File: src/rtl/bba_pkg.sv
`timescale 1ns / 1ps
// Shared types and codes for the block bitmap allocator.
// Used by bba_byte_match and block_bitmap_allocator; no dependencies.

package bba_pkg;

   localparam logic [1:0] MODE_READ   = 2'd0;
   localparam logic [1:0] MODE_WRITE  = 2'd1;
   localparam logic [1:0] MODE_SEARCH = 2'd2;

   localparam logic [12:0] BITS_IN_USE_RESET = 13'd4096;

   typedef enum logic [1:0] {
      ST_CLEAR,
      ST_IDLE,
      ST_ACCESS,
      ST_SCAN
   } state_type;

   typedef struct packed {
      logic [1:0]  mode;
      logic [11:0] position;
      logic        status;
   } req_type;

   typedef struct packed {
      logic        error;
      logic [11:0] found_index;
      logic        bit_value;
      logic [7:0]  byte_value;
   } rsp_type;

   typedef struct packed {
      logic       hit;
      logic [2:0] bit_idx;
      logic       last;
   } match_type;

endpackage

File: src/rtl/bba_byte_match.sv
`timescale 1ns / 1ps
// Checks one bitmap byte during a search: finds the lowest wanted bit that
// lies at or above the start and below the limit. Depends on bba_pkg.

module bba_byte_match (
   input  logic [7:0]          rd_byte,
   input  logic [9:0]          byte_idx,
   input  logic                status,
   input  logic                first,
   input  logic [2:0]          start_bit,
   input  logic [12:0]         limit,
   output bba_pkg::match_type  match
);

   logic [7:0]  cand;
   logic [9:0]  limit_byte;
   logic [2:0]  limit_bit;
   logic [12:0] limit_m1;
   logic [9:0]  byte_ext;

   always_comb begin
      limit_byte = limit[12:3];
      limit_bit  = limit[2:0];
      limit_m1   = limit - 13'd1;
      byte_ext   = byte_idx;
      cand       = status ? rd_byte : ~rd_byte;
      for (int k = 0; k < 8; k++) begin
         // drop bits below the search start and at or past the limit
         if (first && (3'(k) < start_bit)) begin
            cand[k] = 1'b0;
         end
         if (!((byte_ext < limit_byte) ||
               ((byte_ext == limit_byte) && (3'(k) < limit_bit)))) begin
            cand[k] = 1'b0;
         end
      end
      match.hit     = |cand;
      match.bit_idx = 3'd0;
      for (int k = 7; k >= 0; k--) begin
         if (cand[k]) begin
            match.bit_idx = 3'(k);
         end
      end
      match.last = (byte_ext >= limit_m1[12:3]);
   end

endmodule

File: config.mk
export PLATFORM = sky130hd
export DESIGN_NAME = bba_byte_match
export DESIGN_NICKNAME = d
export VERILOG_FILES = /design/src/rtl/bba_pkg.sv /design/src/rtl/bba_byte_match.sv
export SDC_FILE = /design/constraint.sdc
export NUM_CORES = 1
export LEC_CHECK = 0
export BUFFER_PORTS_ARGS = -buffer_cell sky130_fd_sc_hd__buf_2
export CAP_MARGIN = 30
export CELL_PAD_IN_SITES_DETAIL_PLACEMENT = 1
export CELL_PAD_IN_SITES_GLOBAL_PLACEMENT = 2
export CORE_MARGIN = 3
export CORE_UTILIZATION = 26
export DETAILED_ROUTE_END_ITERATION = 16
export GPL_TIMING_DRIVEN = 0
export MAX_ROUTING_LAYER = met4
export PLACE_DENSITY = 0.81
export SYNTH_ARGS = -nofsm -noshare
export SYNTH_HDL_FRONTEND = slang
export SYNTH_SLANG_ARGS = --single-unit
File: constraint.sdc
create_clock -name vclk -period 4.1
set_clock_uncertainty 0.15 [all_clocks]
set_input_delay 1.025 -clock vclk [all_inputs]
set_output_delay 1.025 -clock vclk [all_outputs]
set_load 0.005 [all_outputs]
==> impl_metrics.csv <==
group,metric,value,unit
run_status,status,"finished, violations left",
run_status,violations,"setup timing",
global_routing,grt_pass1_vias,1422,
sta,rsz0062_at_grt,"true",
power,power_leakage,0.772,nW
clocking,ctsHoldBuffers,0,
finish,ff_latch_area,0,sq um
sta,fin_crit,4280,ps
global_routing,antenna_found_initial,0,
drt,ant_nets,0,
setup_path,cp.arrival,3110,ps
synthesis,synth_most_common_cell,"ha_1",
power,combinationalPowerShare,1.000,
drt,drtPass1Iterations,4,
global_routing,grt_start_max_net_pins,9,
synthesis,postSynthCellCount,142,
power,clkPwrFrac,0,
finish,drive_above_1_share,0.530,
hold_path,holdCritPathClass,"in2out",
floorplanning,pin_count,41,
global_routing,grt_use_total,0.135,
setup_path,crit_fanout,3,
finish,antennaDiodeCount,0,
setup_path,required,2920,ps
power,internal_power,0.108,mW
power,power.share.switching,0.490,
drt,vias_per_cell,5.10,
floorplanning,die_h,71.7,um
setup_path,worst_setup_path_start_kind,"primary input",
power,max-vdd-ir-drop,0.0464,mV
drt,drc,0,
finish,fillCellCount,494,
power,p_sw,0.104,mW
global_routing,grt_first_pass_wirelength,5820,um
power,p_seq_frac,0,
synthesis,synthTopCellsByArea,"ha_1 (22%), xnor2_1 (7.8%), a21oi_1 (4.5%), inv_1 (4.3%), xor2_1 (3.9%)",
finish,multi_input_area,1250,sq um
synthesis,synth_common_cells,"ha_1 (20), inv_1 (13), a21oi_1 (10), nor2_1 (10), xnor2_1 (10)",
sta,finalSetupViolCount,1,
sta,slew_violations,0,
synthesis,synth_nets,198,
floorplanning,dieArea,5150,sq um
power,power.density,118,nW/um^2
floorplanning,die-width,71.7,um
floorplanning,core-area,4090,sq um
sta,worst_slew_pin_slew,329,ps
synthesis,syn_area,1120,sq um
sta,timing.fmax,0.234,GHz
placement,gp_congestion,0.769,
drt,via_count,1274,
sta,slew_headroom,0.779,
sta,hold_viol_final,0,
sta,whs,2370,ps
drt,totalWireLength,3470,um
drt,post_drt_wl_per_cell,13.9,um
setup_path,slowest_stage,"nor4_4",
placement,place_area,1380,sq um
floorplanning,start_util,0.275,
finish,final_area,1800,sq um
finish,nNetsFinal,258,
drt,drt_iter0_drc,9,
placement,hpwl,2790,um
synthesis,ys.warnings.count,0,
setup_path,path_class,"in2out",
run,drv_cap,0,
synthesis,synth-seq-area-share,0,
setup_path,path_cells,"buf_12 -> nor4_4 -> nand2_2 -> nor3_4 -> nand2_4 -> xnor2_2 -> ha_1 -> a21o_1 -> a211oi_2 -> o31a_1 -> o21bai_1 -> buf_2",
setup_path,cpPeakStageDelay,310,ps
sta,setup_ws,-181,ps
finish,seq_cell_count,0,
synthesis,synth_area_per_cell,7.91,sq um
synthesis,yosys.area.top_type,"ha_1",
placement,io_buffers,39,
synthesis,synth.distinct_cells,47,
finish,clkbuf_count,0,
finish,area_delta_synth_final,59.8,%
global_routing,overflow,0,
synthesis,synth_top_cell_area_share,0.223,
setup_path,end_kind,"output pin",
floorplanning,std_cell_rows,23,
sta,period_share,1.04,
==> power groups by stage <==
| stage | Combinational [mW] | Clock, mW | Sequential, mW |
|---|---|---|---|
| CTS | 0.196 | 0 | 0 |
| detailed placement | 0.163 | 0 | 0 |
| global route | 0.237 | 0 | 0 |
| floorplan | 0.104 | 0 | 0 |
| global placement | 0.155 | 0 | 0 |
| finish | 0.212 | 0 | 0 |
==> final timing paths <==
path / start / endpoint / slack (ps) / cells past startpoint
hold / removal: byte_idx[9] / match[0] / 2370 / 4
setup / recovery: limit[0] / match[0] / -180 / 12
==> cells by family (layout without fill, tap and decap cells) <==
group / after synthesis / in the layout / share of synthesized area
AO/OA/AOI/OAI: 45 / 45 / 0.297
XOR/XNOR: 15 / 15 / 0.117
adder cells (fa/ha/maj): 20 / 20 / 0.223
buffers and inverters: 15 / 73 / 0.0601
AND/OR/NAND/NOR: 47 / 47 / 0.303
==> placed cells by master (no fill, tap or decap), drive strengths merged <==
cell / instances
a2111o: 1
a2111oi: 1
a211oi: 4
a21boi: 1
a21o: 5
a21oi: 10
a221o: 1
a2bb2oi: 1
a31oi: 4
a41oi: 1
and2: 1
and3: 1
and4: 1
buf: 60
ha: 20
inv: 13
nand2: 9
nand2b: 2
nand3: 2
nand4: 3
nor2: 10
nor2b: 1
nor3: 10
nor4: 3
o211ai: 2
o21ai: 10
o21bai: 1
o221ai: 1
o22ai: 1
o31a: 1
or2: 2
or3: 2
xnor2: 10
xor2: 5
==> critical path: cells and delay by family <==
| family | cells | cell delay (ps) |
|---|---|---|
| adder cells (fa/ha/maj) | 1 | 290 |
| AO/OA/AOI/OAI | 4 | 680 |
| buffers and inverters | 2 | 230 |
| AND/OR/NAND/NOR | 4 | 750 |
| XOR/XNOR | 1 | 140 |
==> layout make-up <==
class                           count  area share
Multi-Input combinational cell    127       0.695
Tap cell                           50      0.0348
Timing Repair Buffer               58       0.223
Inverter                           13      0.0314
Buffer                              2      0.0153
==> layer usage <==
metal / share of wire / global-route usage
met5: 0 / -
met4: 0.015 / 0.0292
met1: 0.40 / 0.154
met3: 0.042 / 0.00421
met2: 0.54 / 0.257
==> through the flow <==
step | cells | total power [mW] | TNS, ps | utilization | worst slack (ps)
6_report | 250 | 0.212 | -181 | 0.439 | -181
3_3_place_gp | 231 | 0.155 | -538 | 0.338 | -353
3_5_place_dp | 231 | 0.163 | -903 | 0.338 | -446
5_1_grt | 250 | 0.237 | -315 | 0.439 | -312
2_1_floorplan | 142 | 0.104 | 0 | - | 96.5
4_1_cts | 243 | 0.196 | -217 | 0.403 | -217
==> what timing repair did <==
| item | CTS | global route |
|---|---|---|
| buffers inserted | 15 | 7 |
| pin swaps | 26 | 28 |
| resized for setup | 35 | 23 |
| endpoints found under the setup margin | 5 | 5 |
| hold endpoints to repair | 0 | 0 |
Note: power is estimated with default switching activity, not from simulation.
